`src/hdl/tlik_pkg.sv`:
```
// Shared widths, constants, register codes and helper functions for the
// two-link leg inverse kinematics block. No dependencies.
package tlik_pkg;

   localparam int COORD_W  = 24;   // hand and base coordinates, Q16.8
   localparam int DIFF_W   = 25;   // base-relative offsets
   localparam int ROOT_W   = 25;   // hand distance
   localparam int SQ_W     = 2 * ROOT_W;
   localparam int LEN_W    = 23;   // link lengths
   localparam int NUM_W    = 52;   // law-of-cosines numerator
   localparam int DEN_W    = 50;   // law-of-cosines denominator
   localparam int DIV_STEPS = 30;
   localparam int DIV_LAT  = DIV_STEPS + 2;
   localparam int DIVN_W   = 33;   // normalized divisor
   localparam int C_W      = 32;   // cosine ratio, Q30
   localparam int SIDE_W   = 31;   // sine side, Q30
   localparam int RAD_W    = 2 * SIDE_W;
   localparam int ANG_W    = 18;   // internal angle, Q.12 radians
   localparam int CORD_W   = 34;   // CORDIC datapath
   localparam int PROD_W   = 58;   // link length times sine
   localparam int ELB_W    = 27;   // elbow coordinates
   localparam int OUT_W    = 15;   // result angle, Q3.12
   localparam int NORM_TOP = 29;   // vectoring normalizes to this msb
   localparam int CORDIC_MAX = 24;
   localparam int CORDIC_STEPS_DEF = 16;
   localparam int PADDR_W  = 5;
   localparam int PDATA_W  = 32;

   typedef logic signed [ANG_W-1:0] angle_type;

   localparam angle_type PI_ANG      = 18'sd12867;
   localparam angle_type HALF_PI_ANG = 18'sd6433;
   localparam logic signed [CORD_W-1:0] GAIN_INV = 34'sd652032874;
   localparam logic signed [C_W-1:0]    ONE_Q30  = 32'sd1073741824;

   localparam logic [2:0] REG_BASE_X    = 3'd0;
   localparam logic [2:0] REG_BASE_Y    = 3'd1;
   localparam logic [2:0] REG_UPPER_LEN = 3'd2;
   localparam logic [2:0] REG_FORE_LEN  = 3'd3;
   localparam logic [2:0] REG_ANGLE_MAX = 3'd4;
   localparam logic [2:0] REG_ANGLE_MIN = 3'd5;

   localparam logic [LEN_W-1:0]        LEN_RESET       = 23'd25600;
   localparam logic signed [OUT_W-1:0] ANGLE_MAX_RESET = 15'sd12868;
   localparam logic signed [OUT_W-1:0] ANGLE_MIN_RESET = -15'sd12868;

   // atan(2^-i) in the internal angle format
   function automatic angle_type atan_tab(input int i);
      angle_type t;
      case (i)
         0:       t = 18'sd3216;
         1:       t = 18'sd1899;
         2:       t = 18'sd1003;
         3:       t = 18'sd509;
         4:       t = 18'sd255;
         5:       t = 18'sd127;
         6:       t = 18'sd63;
         7:       t = 18'sd31;
         8:       t = 18'sd15;
         9:       t = 18'sd7;
         10:      t = 18'sd3;
         11:      t = 18'sd1;
         default: t = 18'sd0;
      endcase
      return t;
   endfunction

   // position of the highest set bit, zero for zero
   function automatic logic [5:0] msb_pos(input logic [63:0] v);
      logic [5:0] p;
      p = 6'd0;
      for (int i = 0; i < 64; i++) begin
         if (v[i]) p = 6'(i);
      end
      return p;
   endfunction

endpackage

```
`src/hdl/tlik_rot.sv`:
```
// Pipelined rotation CORDIC: sine and cosine (Q30) of an internal-format angle.
// Range reduction stage, one stage per iteration, sign fix stage. Uses the tlik package.
module tlik_rot import tlik_pkg::*; #(
   parameter int STEPS = CORDIC_STEPS_DEF
) (
   input  logic                     clock,
   input  logic                     en,
   input  angle_type                phi_in,
   output logic signed [CORD_W-1:0] sin_out,
   output logic signed [CORD_W-1:0] cos_out
);
   logic signed [CORD_W-1:0] x_ff [STEPS+1];
   logic signed [CORD_W-1:0] y_ff [STEPS+1];
   angle_type                p_ff [STEPS+1];
   logic                     neg_ff [STEPS+1];
   logic signed [CORD_W-1:0] sin_ff, cos_ff;

   angle_type p;
   logic      neg;

   always_comb begin
      p = phi_in;
      if (p > PI_ANG) p = p - (PI_ANG <<< 1);
      if (p > PI_ANG) p = p - (PI_ANG <<< 1);
      if (p < -PI_ANG) p = p + (PI_ANG <<< 1);
      if (p < -PI_ANG) p = p + (PI_ANG <<< 1);
      neg = 1'b0;
      // fold into the half plane where the iterations converge
      if (p > HALF_PI_ANG) begin
         p   = p - PI_ANG;
         neg = 1'b1;
      end else if (p < -HALF_PI_ANG) begin
         p   = p + PI_ANG;
         neg = 1'b1;
      end
   end

   always_ff @(posedge clock) begin
      if (en) begin
         x_ff[0]   <= GAIN_INV;
         y_ff[0]   <= '0;
         p_ff[0]   <= p;
         neg_ff[0] <= neg;
      end
   end

   for (genvar i = 0; i < STEPS; i++) begin : g_iter
      always_ff @(posedge clock) begin
         if (en) begin
            neg_ff[i+1] <= neg_ff[i];
            if (p_ff[i] >= 0) begin
               x_ff[i+1] <= x_ff[i] - (y_ff[i] >>> i);
               y_ff[i+1] <= y_ff[i] + (x_ff[i] >>> i);
               p_ff[i+1] <= p_ff[i] - atan_tab(i);
            end else begin
               x_ff[i+1] <= x_ff[i] + (y_ff[i] >>> i);
               y_ff[i+1] <= y_ff[i] - (x_ff[i] >>> i);
               p_ff[i+1] <= p_ff[i] + atan_tab(i);
            end
         end
      end
   end

   always_ff @(posedge clock) begin
      if (en) begin
         cos_ff <= neg_ff[STEPS] ? -x_ff[STEPS] : x_ff[STEPS];
         sin_ff <= neg_ff[STEPS] ? -y_ff[STEPS] : y_ff[STEPS];
      end
   end

   assign sin_out = sin_ff;
   assign cos_out = cos_ff;
endmodule

```
`config.mk`:
```
export PLATFORM = sky130hd
export DESIGN_NAME = tlik_rot
export DESIGN_NICKNAME = d
export VERILOG_FILES = /design/src/hdl/tlik_pkg.sv /design/src/hdl/tlik_rot.sv
export SDC_FILE = /design/constraint.sdc
export NUM_CORES = 2
export LEC_CHECK = 0
export ABC_AREA = 1
export BUFFER_PORTS_ARGS = -buffer_cell sky130_fd_sc_hd__buf_2
export CAP_MARGIN = 10
export CORE_ASPECT_RATIO = 1.1
export CORE_MARGIN = 2
export CORE_UTILIZATION = 30
export CTS_BUF_LIST = sky130_fd_sc_hd__clkbuf_4
export CTS_CLUSTER_DIAMETER = 50
export DETAILED_ROUTE_END_ITERATION = 8
export SLEW_MARGIN = 40
export SYNTH_ARGS = -nofsm -noshare
export SYNTH_HDL_FRONTEND = slang
export SYNTH_SLANG_ARGS = --single-unit
```
`constraint.sdc`:
```
create_clock -name clock -period 6.58 [get_ports clock]
set_input_delay 0.329 -clock clock [delete_from_list [all_inputs] [get_ports clock]]
set_output_delay 0.329 -clock clock [all_outputs]
set_load 0.005 [all_outputs]
```
==> out/metrics.cfg <==
[status]
status = finished, final reports clean

[timing]
maxSlewViolCount = 0
finalHoldViolCount = 0
fmax_mhz = 169
min_period_ps = 5930
max_slew_margin_pct = 42.3
grt_setup_unrepaired = false
skew_ps = 154
period_share_pct = 90.1
finalSetupTns_ps = 0
setup_violations = 0
worst_hold_slack_ps = 270
tightestPinTransition_ps = 858

[floorplan]
die_area_mm2 = 0.363
core_area_mm2 = 0.357
initial_utilization_pct = 30.1
num_rows = 230
ios = 88
die_w_um = 574
die_h_um = 632

[detailed_routing]
drc = 0
viasPerCell = 4.69
drtIter0Drc = 4081
totalWireLength_um = 279000
vias = 85800
firstDrtPassIters = 6
avgRoutedWirePerCell_um = 15.2
ant_nets = 0

[critical_path]
crit_start = en
max_stage_delay_ps = 600
rrSetupSlack_ps = 710
r2r-start = p_ff[5][17]
worstSetupPathType = input pin to flop
cp_top_family = buffers and inverters
crit_fanout = 32
end_kind = flop
cp_slowest_cell = dlygate4sd3_1
cp_data_arrival_time_ps = 6960
required_ps = 7610
reg2reg_to = y_ff[6][33]
rr_worst_depth = 35
crit_path_frequent_cell = nand2_1
cp-endpoint = y_ff[6][33]
crit_buf_inv = 7
critical_path_depth = 38
critPathLaunchType = input pin

[clocking]
cts_resized = 0
cts_tree = done
cts_max_path_buffers = 4
clkTransAtPathRegs_ps = 70
cts_max_level = 5
clock-root-buffer = clkbuf_4
cts_sinks = 1300
clk_latency_ps = 1410
cts_buffers = 371

[logic_synthesis]
synth_top_area_share_pct = 36.3
synth_flop_cell = edfxtp_1
synth_edf_count = 1300
synthTopCellsByCount = 2077 x nand2_1, 1408 x a21oi_1, 1330 x inv_1
synth_top_area_cell = edfxtp_1
synth_xor_area_share_pct = 14.8
synth.area.top_cells = edfxtp_1 36%, ha_1 13%, xor2_1 9.0%
synthesis.area_mm2 = 0.107
syn_nets = 13700
synth-compound-area-share_pct = 12.6
ys_ff_latch = 1300
syn_area_per_cell_um2 = 8.58
yosysSeqAreaShare_pct = 36.3
yosys.area_share.simple_pct = 16.6
postSynth.asyncResetShare_pct = 0
synthCells = 12500
ys_types = 65
synth_top_family_by_area = simple AND/OR/NAND/NOR gates
muxShareOfSynthArea_pct = 0
synth_fa_ha_area_share_pct = 14.2
ys.warnings.count = 0
synth.most_common_cell = nand2_1

[cells_and_area]
finalNonFillerCells = 18300
layout.nets = 14500
syn_to_final_growth_pct = 13.0
drive_gt1_share_pct = 9.14

[placed_design]
dp_hpwl_um = 229000
port_buffers = 87
gp_congestion = 0.937
dp_cells = 17600

[global_route]
overflow = 0
gr-usage-all-layers_pct = 15.0
grt_pass1_vias = 85400
grt_max_degree = 162
grt_pass1_wl_um = 442000
antenna_found_initial = 9

[flow_run]
maxCapViolCount = 0

[hold_path]
hold_class = input pin to flop

metrics by stage:
stage | area (um^2) | utilization, % | setup WS [ps]
floorplan | 107000 | - | 866
global placement | 116000 | 32.6 | 219
detailed placement | 116000 | 32.6 | 198
CTS | 121000 | 34.0 | 537
global route | 121000 | 34.0 | 36.5
finish | 121000 | 34.0 | 650
state kept, by name, indices dropped and copies added, names as in the netlist:
register	count
cos_out	34
neg_ff	17
p_ff	220
sin_out	34
x_ff	484
y_ff	511
cell type report:
type                       count  area [um^2]
antenna                        6         15.0
clock buffer                 516         3870
clock inverter               142          977
fill                       37200       235000
inverter                    1364         5120
multi-input combinational   9709        62600
sequential                  1300        39000
tap                         4756         5950
timing repair buffer         500         3790
layer usage:
layer	track usage (%)	vias to the layer above	share of wire [%]
met2	28.9	1377	52
met1	16.4	38900	40
li1	-	44900	-
met4	6.95	6	4.4
met5	0	-	0.018
met3	1.57	600	2.8
worst reg2reg max path: cells and delay by family, from the launching register on:
kind                     cells  cell delay, ps
AO/OA/AOI/OAI                9            2320
flip-flops                   1             400
XOR/XNOR                     1              90
buffers and inverters        3             430
adder cells (fa/ha/maj)      1             350
AND/OR/NAND/NOR             21            2000
logic make-up after synthesis:
logic type / after synthesis
AND/OR/NAND/NOR: 4222
AO/OA/AOI/OAI: 2480
XOR/XNOR: 1816
buffers and inverters: 1515
flip-flops: 1300
adder cells (fa/ha/maj): 1191
worst min-delay path by stage:
stage	from	to	slack, ps	depth (start not counted)
final	phi_in[0]	p_ff[0][0]	270	5
after global routing	phi_in[0]	p_ff[0][0]	140	5
after CTS	phi_in[0]	p_ff[0][0]	40	5
after detailed placement	neg_ff[3]	neg_ff[4]	400	0
after global placement	neg_ff[5]	neg_ff[6]	400	0
after floorplan	neg_ff[9]	neg_ff[10]	400	0
cell usage in the layout, fill, tap and decap left out, drive strengths merged, types with 536 or more instances in the layout:
cell / count
a21oi: 1409
edfxtp: 1300
ha: 1150
inv: 1365
nand2: 2121
nand3: 536
nor2: 1088
o21ai: 623
xnor2: 709
xor2: 1107
timing repair:
action / 4_1_cts / 5_1_grt
endpoints found under the hold margin: 566 / 0
hold buffers: 4 / 0
buffers inserted: 0 / 0
Power is not shown: default switching activity piles up to over one toggle a cycle in this logic, so the estimate is an artifact.
