--- config.mk ---
export PLATFORM = sky130hd
export DESIGN_NAME = tlik_vec
export DESIGN_NICKNAME = d
export VERILOG_FILES = /design/src/hdl/tlik_pkg.sv /design/src/hdl/tlik_vec.sv
export SDC_FILE = /design/constraint.sdc
export NUM_CORES = 2
export LEC_CHECK = 0
export BUFFER_PORTS_ARGS = -buffer_cell sky130_fd_sc_hd__buf_2
export CAP_MARGIN = 20
export CORE_MARGIN = 1
export CORE_UTILIZATION = 41
export DETAILED_ROUTE_END_ITERATION = 16
export GPL_TIMING_DRIVEN = 0
export PLACE_DENSITY_LB_ADDON = 0.3
export RECOVER_POWER = 25
export SLEW_MARGIN = 20
export SYNTH_ARGS = -nofsm -noshare
export SYNTH_HDL_FRONTEND = slang
export SYNTH_SLANG_ARGS = --single-unit
export TNS_END_PERCENT = 10
--- constraint.sdc ---
create_clock -name clock -period 8.4 [get_ports clock]
set_input_delay 0.42 -clock clock [delete_from_list [all_inputs] [get_ports clock]]
set_output_delay 0.42 -clock clock [all_outputs]
set_load 0.05 [all_outputs]
--- src/hdl/tlik_pkg.sv ---
// Shared widths, constants, register codes and helper functions for the
// two-link leg inverse kinematics block. No dependencies.
package tlik_pkg;

   localparam int COORD_W  = 24;   // hand and base coordinates, Q16.8
   localparam int DIFF_W   = 25;   // base-relative offsets
   localparam int ROOT_W   = 25;   // hand distance
   localparam int SQ_W     = 2 * ROOT_W;
   localparam int LEN_W    = 23;   // link lengths
   localparam int NUM_W    = 52;   // law-of-cosines numerator
   localparam int DEN_W    = 50;   // law-of-cosines denominator
   localparam int DIV_STEPS = 30;
   localparam int DIV_LAT  = DIV_STEPS + 2;
   localparam int DIVN_W   = 33;   // normalized divisor
   localparam int C_W      = 32;   // cosine ratio, Q30
   localparam int SIDE_W   = 31;   // sine side, Q30
   localparam int RAD_W    = 2 * SIDE_W;
   localparam int ANG_W    = 18;   // internal angle, Q.12 radians
   localparam int CORD_W   = 34;   // CORDIC datapath
   localparam int PROD_W   = 58;   // link length times sine
   localparam int ELB_W    = 27;   // elbow coordinates
   localparam int OUT_W    = 15;   // result angle, Q3.12
   localparam int NORM_TOP = 29;   // vectoring normalizes to this msb
   localparam int CORDIC_MAX = 24;
   localparam int CORDIC_STEPS_DEF = 16;
   localparam int PADDR_W  = 5;
   localparam int PDATA_W  = 32;

   typedef logic signed [ANG_W-1:0] angle_type;

   localparam angle_type PI_ANG      = 18'sd12867;
   localparam angle_type HALF_PI_ANG = 18'sd6433;
   localparam logic signed [CORD_W-1:0] GAIN_INV = 34'sd652032874;
   localparam logic signed [C_W-1:0]    ONE_Q30  = 32'sd1073741824;

   localparam logic [2:0] REG_BASE_X    = 3'd0;
   localparam logic [2:0] REG_BASE_Y    = 3'd1;
   localparam logic [2:0] REG_UPPER_LEN = 3'd2;
   localparam logic [2:0] REG_FORE_LEN  = 3'd3;
   localparam logic [2:0] REG_ANGLE_MAX = 3'd4;
   localparam logic [2:0] REG_ANGLE_MIN = 3'd5;

   localparam logic [LEN_W-1:0]        LEN_RESET       = 23'd25600;
   localparam logic signed [OUT_W-1:0] ANGLE_MAX_RESET = 15'sd12868;
   localparam logic signed [OUT_W-1:0] ANGLE_MIN_RESET = -15'sd12868;

   // atan(2^-i) in the internal angle format
   function automatic angle_type atan_tab(input int i);
      angle_type t;
      case (i)
         0:       t = 18'sd3216;
         1:       t = 18'sd1899;
         2:       t = 18'sd1003;
         3:       t = 18'sd509;
         4:       t = 18'sd255;
         5:       t = 18'sd127;
         6:       t = 18'sd63;
         7:       t = 18'sd31;
         8:       t = 18'sd15;
         9:       t = 18'sd7;
         10:      t = 18'sd3;
         11:      t = 18'sd1;
         default: t = 18'sd0;
      endcase
      return t;
   endfunction

   // position of the highest set bit, zero for zero
   function automatic logic [5:0] msb_pos(input logic [63:0] v);
      logic [5:0] p;
      p = 6'd0;
      for (int i = 0; i < 64; i++) begin
         if (v[i]) p = 6'(i);
      end
      return p;
   endfunction

endpackage

--- src/hdl/tlik_vec.sv ---
// Pipelined vectoring CORDIC: atan2(y, x) in the internal angle format.
// One prerotate/normalize stage, then one stage per iteration. Uses the tlik package.
module tlik_vec import tlik_pkg::*; #(
   parameter int IN_W  = 26,
   parameter int STEPS = CORDIC_STEPS_DEF
) (
   input  logic                   clock,
   input  logic                   en,
   input  logic signed [IN_W-1:0] y_in,
   input  logic signed [IN_W-1:0] x_in,
   output angle_type              angle_out
);
   logic signed [CORD_W-1:0] x_ff [STEPS+1];
   logic signed [CORD_W-1:0] y_ff [STEPS+1];
   angle_type                z_ff [STEPS+1];
   logic                     zero_ff [STEPS+1];

   logic signed [CORD_W-1:0] xs, ys, xa, ya, ma, mb, mx;
   angle_type                z0;
   logic [5:0]               p, k;

   always_comb begin
      xs = CORD_W'(x_in);
      ys = CORD_W'(y_in);
      if (xs < 0) begin
         // turn the vector by pi into the right half plane
         xa = -xs;
         ya = -ys;
         z0 = (ys >= 0) ? PI_ANG : -PI_ANG;
      end else begin
         xa = xs;
         ya = ys;
         z0 = '0;
      end
      ma = (xa < 0) ? -xa : xa;
      mb = (ya < 0) ? -ya : ya;
      mx = (ma > mb) ? ma : mb;
      p  = msb_pos({{(64-CORD_W){1'b0}}, mx});
      k  = (p >= 6'(NORM_TOP)) ? 6'd0 : 6'(NORM_TOP) - p;
   end

   always_ff @(posedge clock) begin
      if (en) begin
         x_ff[0]    <= xa <<< k;
         y_ff[0]    <= ya <<< k;
         z_ff[0]    <= z0;
         zero_ff[0] <= (x_in == '0) && (y_in == '0);
      end
   end

   for (genvar i = 0; i < STEPS; i++) begin : g_iter
      always_ff @(posedge clock) begin
         if (en) begin
            zero_ff[i+1] <= zero_ff[i];
            if (y_ff[i] >= 0) begin
               x_ff[i+1] <= x_ff[i] + (y_ff[i] >>> i);
               y_ff[i+1] <= y_ff[i] - (x_ff[i] >>> i);
               z_ff[i+1] <= z_ff[i] + atan_tab(i);
            end else begin
               x_ff[i+1] <= x_ff[i] - (y_ff[i] >>> i);
               y_ff[i+1] <= y_ff[i] + (x_ff[i] >>> i);
               z_ff[i+1] <= z_ff[i] - atan_tab(i);
            end
         end
      end
   end

   assign angle_out = zero_ff[STEPS] ? '0 : z_ff[STEPS];
endmodule

==> results_dict.tcl <==
set metrics [dict create \
    reg2reg_depth 20 \
    min_period_over_period_pct 97.3 \
    core-area_sq_um 217000 \
    drive_above_1_share_pct 5.02 \
    post_drt_wl_per_cell_um 19.6 \
    critical_path.max_fanout 15 \
    dp_hpwl_um 202000 \
    clock_path_buffers 3 \
    slew_headroom_pct -35.7 \
    setup_viol 0 \
    async_flop_share_pct 0 \
    grt_pass1_wl_um 387000 \
    cts.clk_slew.worst_paths_ns 0.06 \
    synth_ff_type "edfxtp_1" \
    nets 10700 \
    synthTopCellsByArea "edfxtp_1, ha_1, xnor2_1, xor2_1, a21oi_1" \
    dr.pass1.iters 6 \
    synth_edf_count 1045 \
    drcViolationCount 0 \
    gp_congestion 0.944 \
    path_common_cell "buf_4" \
    violations "max-capacitance violations, max-slew violations" \
    hold_depth 4 \
    root_buffer "clkbuf_16" \
    critPathRequiredTime_ns 8.80 \
    hold_end "zero_ff[0]$_DFFE_PP_" \
    cp_data_arrival_time_ns 8.58 \
    ant_nets 0 \
    yosysTopAreaCell "edfxtp_1" \
    seq_area_frac_synth_pct 35.1 \
    crit_slowest_cell "clkdlybuf4s15_2" \
    num_vias 72100 \
    first_global_vias 71000 \
    skew_ns 0.0707 \
    hp-class "in -> reg" \
    synth_area_sq_um 89500 \
    tightest_slew_ns 2.04 \
    drt-total-wl_um 248000 \
    cts_tree "done" \
    cp-start-kind "input pin" \
    cts-htree-levels 3 \
    multi_input_area_sq_um 55800 \
    cap_viol_max_count 6 \
    synth_seq_cells 1045 \
    syn_avg_cell_area_sq_um 9.46 \
    die_area_sq_um 220000 \
    maxSlewViolCount 167 \
    yosysWarnings 0 \
    synth_cell_types 106 \
    overflow 0 \
    endpoint_kind "register" \
    cts_sinks 1045 \
    die_h_um 469 \
    insertion_delay_ns 0.79 \
    reg2reg_slack_ns 0.91 \
    rr_endpoint "x_ff[9][32]$_DFFE_PP_" \
    antenna_found_initial 4 \
    holdWs_ns 0.204 \
    grt_max_degree 61 \
    critical_path_class "in -> reg" \
    grtUsageTotal_pct 22.0 \
    core.rowCount 171 \
    regToRegStartpoint "y_ff[8][33]$_DFFE_PP_" \
    port_buffers 65 \
    fmax_mhz 122 \
    status "finished with violations" \
    seqCellArea_sq_um 31400 \
    min_from "x_in[24]" \
    area_growth_pct 9.70 \
    synth_cells 9456 \
    fill_cells 20600 \
    hold_viol 0 \
    drt_iter0_markers 4600 \
    io_pins 72 \
    yosysTopAreaCellShare_pct 35.1 \
    cts_inserted_buffers 120 \
    die_w_um 469 \
    synth_common_cells "edfxtp_1, ha_1, nor2_1" \
    vias_per_cell 5.71 \
    start_util_pct 41.2 \
    yosysMostFrequentCell "edfxtp_1" \
    period_minus_slack_ns 8.17 \
    slowest_delay_ns 0.49 \
]
-- layout by cell type, fill, tap and decap left out, types with 62 or more instances in the layout --
cell type     n
xnor2_1     851
nand2b_1    110
ha_1        965
a21o_1      164
xor2_1      446
mux2i_1     157
o41ai_1      89
nand2_1     549
o31ai_1      99
nor2b_1     106
clkbuf_16   120
edfxtp_1   1045
nor2_1      895
and3_1      110
or3_1       127
nand3_1     199
nor3_1      349
nor4_1       99
o21bai_1    152
o21a_1      111
clkbuf_1    171
a31oi_1      95
o21ai_0     432
a211oi_1     70
and2_1       64
inv_1       460
buf_2        65
a21oi_1     748
a21boi_0     62
-- metal layers --
layer / GRT usage, % / vias to the layer above / part of all wire (%)
li1: - / 35400 / -
met1: 25.3 / 34300 / 41
met2: 40.0 / 1920 / 49
met3: 2.36 / 546 / 4.3
met4: 11.7 / 2 / 5.4
met5: 0 / - / 0.0040
-- final cells by class --
cell class / instances / share of cell area, %
timing repair buffer: 88 / 0.732
sequential: 1045 / 32.0
clock buffer: 138 / 3.13
buffer: 205 / 0.926
inverter: 468 / 1.79
tap: 2854 / 3.64
clock inverter: 89 / 0.975
antenna: 3 / 0.00765
multi-input combinational: 7742 / 56.8
-- flip-flops by register name (all words and copies together), names as in the netlist --
register and cells:
y_ff 374, x_ff 364, z_ff 290, zero_ff 17
-- critical path, delay by kind of cell --
family / cells / cell delay, ns
adder cells (fa/ha/maj): 2 / 0.73
AO/OA/AOI/OAI: 9 / 2.07
AND/OR/NAND/NOR: 8 / 1.81
buffers and inverters: 12 / 3.15
multiplexers: 1 / 0.34
-- cell families after synthesis --
kind of cell    Yosys count  share of synthesized area [%]
mux                     189                           2.18
fa+ha+maj              1002                           14.3
simple gates           2833                           15.2
compound gates         2399                           17.5
other cells               2                        0.00839
xor+xnor               1307                           12.8
buf+inv                 679                           2.92
flops                  1045                           35.1
-- worst max-delay path by stage --
stage | from | end | slack [ns] | cells past startpoint
final | y_in[2] | y_ff[0][33]$_DFFE_PP_ | 0.23 | 32
after CTS | x_in[25] | y_ff[0][29]$_SDFFCE_PP0P_ | -0.02 | 37
after global placement | x_in[25] | y_ff[0][33]$_DFFE_PP_ | -3.53 | 37
after global routing | y_in[2] | x_ff[0][33]$_DFFE_PP_ | -0.03 | 32
after floorplan | x_in[25] | x_ff[0][33]$_DFFE_PP_ | 0.37 | 37
after detailed placement | x_in[25] | y_ff[0][33]$_DFFE_PP_ | -3.49 | 37
-- per-stage QoR --
stage          TNS [ns]  util (%)  instances  instance area [sq um]  worst slack [ns]
2_1_floorplan         0         -       9466                  89500             0.365
3_3_place_gp    -959.08      43.0      12400                  93400             -3.53
3_5_place_dp    -242.41      43.2      12400                  93800             -3.49
4_1_cts         -0.0327      45.2      12600                  98100           -0.0190
5_1_grt          -0.123      45.2      12600                  98100           -0.0311
6_report              0      45.2      12600                  98100             0.227
-- what timing repair did --
action / 4_1_cts / 5_1_grt
endpoints found under the hold margin: 1 / 0
endpoints found under the setup margin: 85 / 78
hold buffers: 1 / 0
pin swaps: 2 / 1
buffers inserted: 5 / 4
resized for setup: 57 / 29
Power is not shown: default switching activity piles up to over one toggle a cycle in this logic, so the estimate is an artifact.
