### config.mk
export PLATFORM = sky130hd
export DESIGN_NAME = tlik_sqrt
export DESIGN_NICKNAME = d
export VERILOG_FILES = /design/src/hdl/tlik_pkg.sv /design/src/hdl/tlik_sqrt.sv
export SDC_FILE = /design/constraint.sdc
export NUM_CORES = 2
export LEC_CHECK = 0
export BUFFER_PORTS_ARGS = -buffer_cell sky130_fd_sc_hd__buf_2
export CORE_MARGIN = 2
export CORE_UTILIZATION = 45
export DETAILED_ROUTE_END_ITERATION = 10
export GPL_ROUTABILITY_DRIVEN = 0
export SETUP_SLACK_MARGIN = 0.3
export SLEW_MARGIN = 20
export SYNTH_ARGS = -nofsm -noshare
export SYNTH_HDL_FRONTEND = slang
export SYNTH_SLANG_ARGS = --single-unit
### constraint.sdc
create_clock -name clock -period 4.1 [get_ports clock]
set_clock_uncertainty 0.15 [all_clocks]
set_input_delay 0.82 -clock clock [delete_from_list [all_inputs] [get_ports clock]]
set_output_delay 0.82 -clock clock [all_outputs]
set_load 0.03 [all_outputs]
### src/hdl/tlik_pkg.sv
// Shared widths, constants, register codes and helper functions for the
// two-link leg inverse kinematics block. No dependencies.
package tlik_pkg;

   localparam int COORD_W  = 24;   // hand and base coordinates, Q16.8
   localparam int DIFF_W   = 25;   // base-relative offsets
   localparam int ROOT_W   = 25;   // hand distance
   localparam int SQ_W     = 2 * ROOT_W;
   localparam int LEN_W    = 23;   // link lengths
   localparam int NUM_W    = 52;   // law-of-cosines numerator
   localparam int DEN_W    = 50;   // law-of-cosines denominator
   localparam int DIV_STEPS = 30;
   localparam int DIV_LAT  = DIV_STEPS + 2;
   localparam int DIVN_W   = 33;   // normalized divisor
   localparam int C_W      = 32;   // cosine ratio, Q30
   localparam int SIDE_W   = 31;   // sine side, Q30
   localparam int RAD_W    = 2 * SIDE_W;
   localparam int ANG_W    = 18;   // internal angle, Q.12 radians
   localparam int CORD_W   = 34;   // CORDIC datapath
   localparam int PROD_W   = 58;   // link length times sine
   localparam int ELB_W    = 27;   // elbow coordinates
   localparam int OUT_W    = 15;   // result angle, Q3.12
   localparam int NORM_TOP = 29;   // vectoring normalizes to this msb
   localparam int CORDIC_MAX = 24;
   localparam int CORDIC_STEPS_DEF = 16;
   localparam int PADDR_W  = 5;
   localparam int PDATA_W  = 32;

   typedef logic signed [ANG_W-1:0] angle_type;

   localparam angle_type PI_ANG      = 18'sd12867;
   localparam angle_type HALF_PI_ANG = 18'sd6433;
   localparam logic signed [CORD_W-1:0] GAIN_INV = 34'sd652032874;
   localparam logic signed [C_W-1:0]    ONE_Q30  = 32'sd1073741824;

   localparam logic [2:0] REG_BASE_X    = 3'd0;
   localparam logic [2:0] REG_BASE_Y    = 3'd1;
   localparam logic [2:0] REG_UPPER_LEN = 3'd2;
   localparam logic [2:0] REG_FORE_LEN  = 3'd3;
   localparam logic [2:0] REG_ANGLE_MAX = 3'd4;
   localparam logic [2:0] REG_ANGLE_MIN = 3'd5;

   localparam logic [LEN_W-1:0]        LEN_RESET       = 23'd25600;
   localparam logic signed [OUT_W-1:0] ANGLE_MAX_RESET = 15'sd12868;
   localparam logic signed [OUT_W-1:0] ANGLE_MIN_RESET = -15'sd12868;

   // atan(2^-i) in the internal angle format
   function automatic angle_type atan_tab(input int i);
      angle_type t;
      case (i)
         0:       t = 18'sd3216;
         1:       t = 18'sd1899;
         2:       t = 18'sd1003;
         3:       t = 18'sd509;
         4:       t = 18'sd255;
         5:       t = 18'sd127;
         6:       t = 18'sd63;
         7:       t = 18'sd31;
         8:       t = 18'sd15;
         9:       t = 18'sd7;
         10:      t = 18'sd3;
         11:      t = 18'sd1;
         default: t = 18'sd0;
      endcase
      return t;
   endfunction

   // position of the highest set bit, zero for zero
   function automatic logic [5:0] msb_pos(input logic [63:0] v);
      logic [5:0] p;
      p = 6'd0;
      for (int i = 0; i < 64; i++) begin
         if (v[i]) p = 6'(i);
      end
      return p;
   endfunction

endpackage

### src/hdl/tlik_sqrt.sv
// Pipelined integer square root, one root bit per stage, truncating.
// Uses the tlik package.
module tlik_sqrt import tlik_pkg::*; #(
   parameter int ROOT_BITS = ROOT_W
) (
   input  logic                     clock,
   input  logic                     en,
   input  logic [2*ROOT_BITS-1:0]   rad_in,
   output logic [ROOT_BITS-1:0]     root_out
);
   localparam int RB = 2 * ROOT_BITS;

   logic [RB-1:0]        rem_ff  [ROOT_BITS];
   logic [ROOT_BITS-1:0] root_ff [ROOT_BITS];

   for (genvar s = 0; s < ROOT_BITS; s++) begin : g_stage
      localparam int B = ROOT_BITS - 1 - s;
      logic [RB-1:0]        rem_prev;
      logic [ROOT_BITS-1:0] root_prev;
      logic [RB:0]          trial;

      if (s == 0) begin : g_first
         assign rem_prev  = rad_in;
         assign root_prev = '0;
      end else begin : g_next
         assign rem_prev  = rem_ff[s-1];
         assign root_prev = root_ff[s-1];
      end

      assign trial = ({{(RB+1-ROOT_BITS){1'b0}}, root_prev} << (B + 1))
                   | ((RB+1)'(1) << (2 * B));

      always_ff @(posedge clock) begin
         if (en) begin
            if ({1'b0, rem_prev} >= trial) begin
               rem_ff[s]  <= rem_prev - trial[RB-1:0];
               root_ff[s] <= root_prev | (ROOT_BITS'(1) << B);
            end else begin
               rem_ff[s]  <= rem_prev;
               root_ff[s] <= root_prev;
            end
         end
      end
   end

   assign root_out = root_ff[ROOT_BITS-1];
endmodule

==> impl_metrics.env <==
export IMPL_relSlewSlack=0.241
export IMPL_finalMaxSlewViolations=0
export IMPL_syn_inst=5777
export IMPL_area_delta_synth_final_pct=13.2
export IMPL_grt_met1_usage=0.227
export IMPL_leakage_nw=30.9
export IMPL_crit_family="simple AND/OR/NAND/NOR gates"
export IMPL_hold_path_class="in -> reg"
export IMPL_fin_cells=8343
export IMPL_synth_area_sq_um=72800
export IMPL_reg2reg_depth=9
export IMPL_port_buffers=76
export IMPL_place_ws_ps=39.9
export IMPL_hold_violations=0
export IMPL_grt_max_degree=167
export IMPL_ys_ff_latch=1525
export IMPL_clock_sinks=1525
export IMPL_place_inst=7990
export IMPL_whs_ps=203
export IMPL_dieArea_sq_um=165000
export IMPL_critical_path_class="reg -> reg"
export IMPL_synth_fp_nets=6176
export IMPL_path_buf_inv=0
export IMPL_io_pins=77
export IMPL_final_area_sq_um=82400
export IMPL_placed_area_sq_um=76300
export IMPL_vdd_drop_max_mv=0.463
export IMPL_coreArea_sq_um=161000
export IMPL_synthArstFlopShare=0
export IMPL_cp_required_ps=4470
export IMPL_dr_total_vias=45300
export IMPL_outcome="finished, final reports clean"
export IMPL_hold_path_end="rem_ff[0][49]$_DFFE_PP_"
export IMPL_grt_use_met2=0.345
export IMPL_critPathMostFrequentCell="or4_4"
export IMPL_ys_warn_count=0
export IMPL_rsz0062_at_grt="true"
export IMPL_crit_path_top_delay_cell="or4_4"
export IMPL_grt_antenna_before_repair=4
export IMPL_synth_edff_count=1525
export IMPL_tightestPinTransition_ps=1130
export IMPL_initial_core_util=0.453
export IMPL_fp_row_count=147
export IMPL_critical_path_max_stage_delay_ps=560
export IMPL_cts_buffers=163
export IMPL_htreeDepth=4
export IMPL_cts_tree="done"
export IMPL_grt_overflow_total=0
export IMPL_whs_path_depth=3
export IMPL_first_pass_iters=7
export IMPL_min_period_ps=3790
export IMPL_grt_pass1_vias=44700
export IMPL_clock_latency_ps=830
export IMPL_drive_above_1_share=0.0883
export IMPL_startpoint_type="flop"
export IMPL_crit_chain="or4_4, or3_4, or4_4, or4_4, a311o_2, o31ai_4, nor4_4, and3b_1, xor2_1"
export IMPL_crit_path_end_kind="flop"
export IMPL_grtUsageTotal=0.194
export IMPL_wl_per_cell_um=19.3
export IMPL_die_h_um=406
export IMPL_regToRegEndpoint="rem_ff[2][193]$_DFFE_PP_"
export IMPL_avgSynthCellArea_sq_um=12.6
export IMPL_hpwl_mm=121
export IMPL_r2r_slack_ps=310
export IMPL_clockRootBuffer="clkbuf_16"
export IMPL_drt_wl_total_mm=161
export IMPL_hold_start="rad_in[49]"
export IMPL_busiest_layer="met2"
export IMPL_cts_buffer_depth=3
export IMPL_avgViaCountPerCell=5.43
export IMPL_fillers=13500
export IMPL_grt_pass1_wl_mm=247
export IMPL_fin_ws_ps=309
export IMPL_grt_util_met3=0.0277
export IMPL_first_iter_violations=3116
export IMPL_yosysSeqAreaShare=0.629
export IMPL_finalSetupViolations=0
export IMPL_synth_top_flop_cell="edfxtp_1"
export IMPL_p_total_mw=43.2
export IMPL_postRouteAntennaNets=0
export IMPL_route_detailed_drc=0
export IMPL_finalSetupTns_ps=0
export IMPL_clkTransAtPathRegs_ps=60
export IMPL_crit_fanout=7
export IMPL_min_period_over_period=0.925
export IMPL_p_per_area_nw_per_um2=525
export IMPL_synth_cell_types=85
export IMPL_r2r_start="rem_ff[2][138]$_DFFE_PP_"
export IMPL_critical_path_arrival_ps=4160
export IMPL_cap_violations=0
export IMPL_antenna_cells=0
export IMPL_max_freq_ghz=0.264
export IMPL_finalNetCount=6453
export IMPL_die_x_um=406
export IMPL_final_util=0.513
[cell type report]
cell class | instances | area, sq um | share of cell area
sequential | 1525 | 45800 | 0.556
multi-input combinational | 3697 | 25100 | 0.305
clock buffer | 204 | 4230 | 0.0514
tap | 2160 | 2700 | 0.0328
timing repair buffer | 237 | 1840 | 0.0223
inverter | 430 | 1610 | 0.0196
clock inverter | 90 | 1110 | 0.0135
[flip-flops by register name, indices dropped and copies added, names as in the netlist]
register,flops
rem_ff,1200
root_ff,325
[cell usage in the layout (no fill, tap or decap), types with 46 or more instances in the layout]
cell type / instances
a21o_1: 123
a21oi_1: 319
buf_2: 75
buf_4: 102
clkbuf_16: 163
dlygate4sd3_1: 48
edfxtp_1: 1525
ha_1: 345
inv_1: 428
mux2_2: 46
nand2_1: 405
nand2b_1: 85
nand3_1: 102
nand4_1: 87
nor2_1: 348
nor2b_1: 47
nor3_1: 154
nor4_1: 185
o21a_1: 57
o21ai_0: 309
or3_1: 55
xnor2_1: 276
xor2_1: 241
[kinds of logic after synthesis]
family | after synthesis | synth area share
AND/OR/NAND/NOR | 1709 | 0.121
flip-flops | 1525 | 0.629
AO/OA/AOI/OAI | 1069 | 0.0907
buffers and inverters | 555 | 0.0288
XOR/XNOR | 517 | 0.0622
adder cells (fa/ha/maj) | 347 | 0.0596
multiplexers | 55 | 0.00835
[per-layer routing]
metal	vias to the layer above	routed length [um]	share of wire
li1	22100	-	-
met2	1111	80700	0.50
met1	21600	64800	0.40
met4	0	9270	0.057
met3	389	6500	0.040
met5	-	0	0
[how the worst max path moves through the flow]
stage / start / to / slack [ps] / cells after the start
2_1_floorplan: en / rem_ff[2][100]$_DFFE_PP_ / 250 / 3
3_3_place_gp: rem_ff[1][339]$_DFFE_PP_ / rem_ff[1][381]$_DFFE_PP_ / 100 / 9
3_5_place_dp: rem_ff[1][339]$_DFFE_PP_ / rem_ff[1][383]$_DFFE_PP_ / 40 / 9
4_1_cts: rem_ff[1][339]$_DFFE_PP_ / rem_ff[1][383]$_DFFE_PP_ / 310 / 9
5_1_grt: rem_ff[2][138]$_DFFE_PP_ / rem_ff[2][193]$_DFFE_PP_ / 210 / 9
6_report: rem_ff[2][138]$_DFFE_PP_ / rem_ff[2][193]$_DFFE_PP_ / 310 / 9
[power breakdown]
group | internal (mW) | total [mW] | switching [mW]
sequential | 19.6 | 21.1 | 1.45
combinational | 3.32 | 7.82 | 4.50
clock | 8.20 | 14.4 | 6.17
total | 31.1 | 43.2 | 12.1
[synthesized netlist by cell type, drive strengths merged, types with 18 or more instances]
cell type,n,share of area
o21bai,21,0.0022
ha,347,0.060
mux2,46,0.0071
or3,57,0.0050
xor2,241,0.029
and2,18,0.0015
nand2,405,0.021
o211ai,29,0.0030
a31oi,27,0.0024
inv,429,0.022
xnor2,276,0.033
nand3,103,0.0071
nor2,350,0.018
a211oi,28,0.0029
a21oi,322,0.022
nor2b,47,0.0040
nand2b,85,0.0073
o31ai,25,0.0028
clkbuf,115,0.0059
o21ai,311,0.021
or2,25,0.0021
a21o,123,0.013
edfxtp,1525,0.63
nor4b,20,0.0024
and3,29,0.0025
nand3b,24,0.0025
or4,48,0.0051
nor4,189,0.016
nand4,87,0.0075
o21a,57,0.0059
nor3,157,0.011
[worst register-to-register path: stages (launching register included)]
cell and delay, ps:
edfxtp_1 410, or4_4 560, or3_4 350, or4_4 490, or4_4 450, a311o_2 390
o31ai_4 260, nor4_4 110, and3b_1 230, xor2_1 130
[timing repair]
| item | in CTS | in global routing |
|---|---|---|
| endpoints found under the setup margin | 29 | 82 |
| gates resized for setup | 7 | 30 |
| hold buffers | 48 | 0 |
| hold endpoints to repair | 48 | 0 |
| buffers inserted | 4 | 6 |
| pin swaps | 1 | 6 |
| gates cloned | 1 | 0 |
No activity file was read; power rests on OpenSTA's default activity.
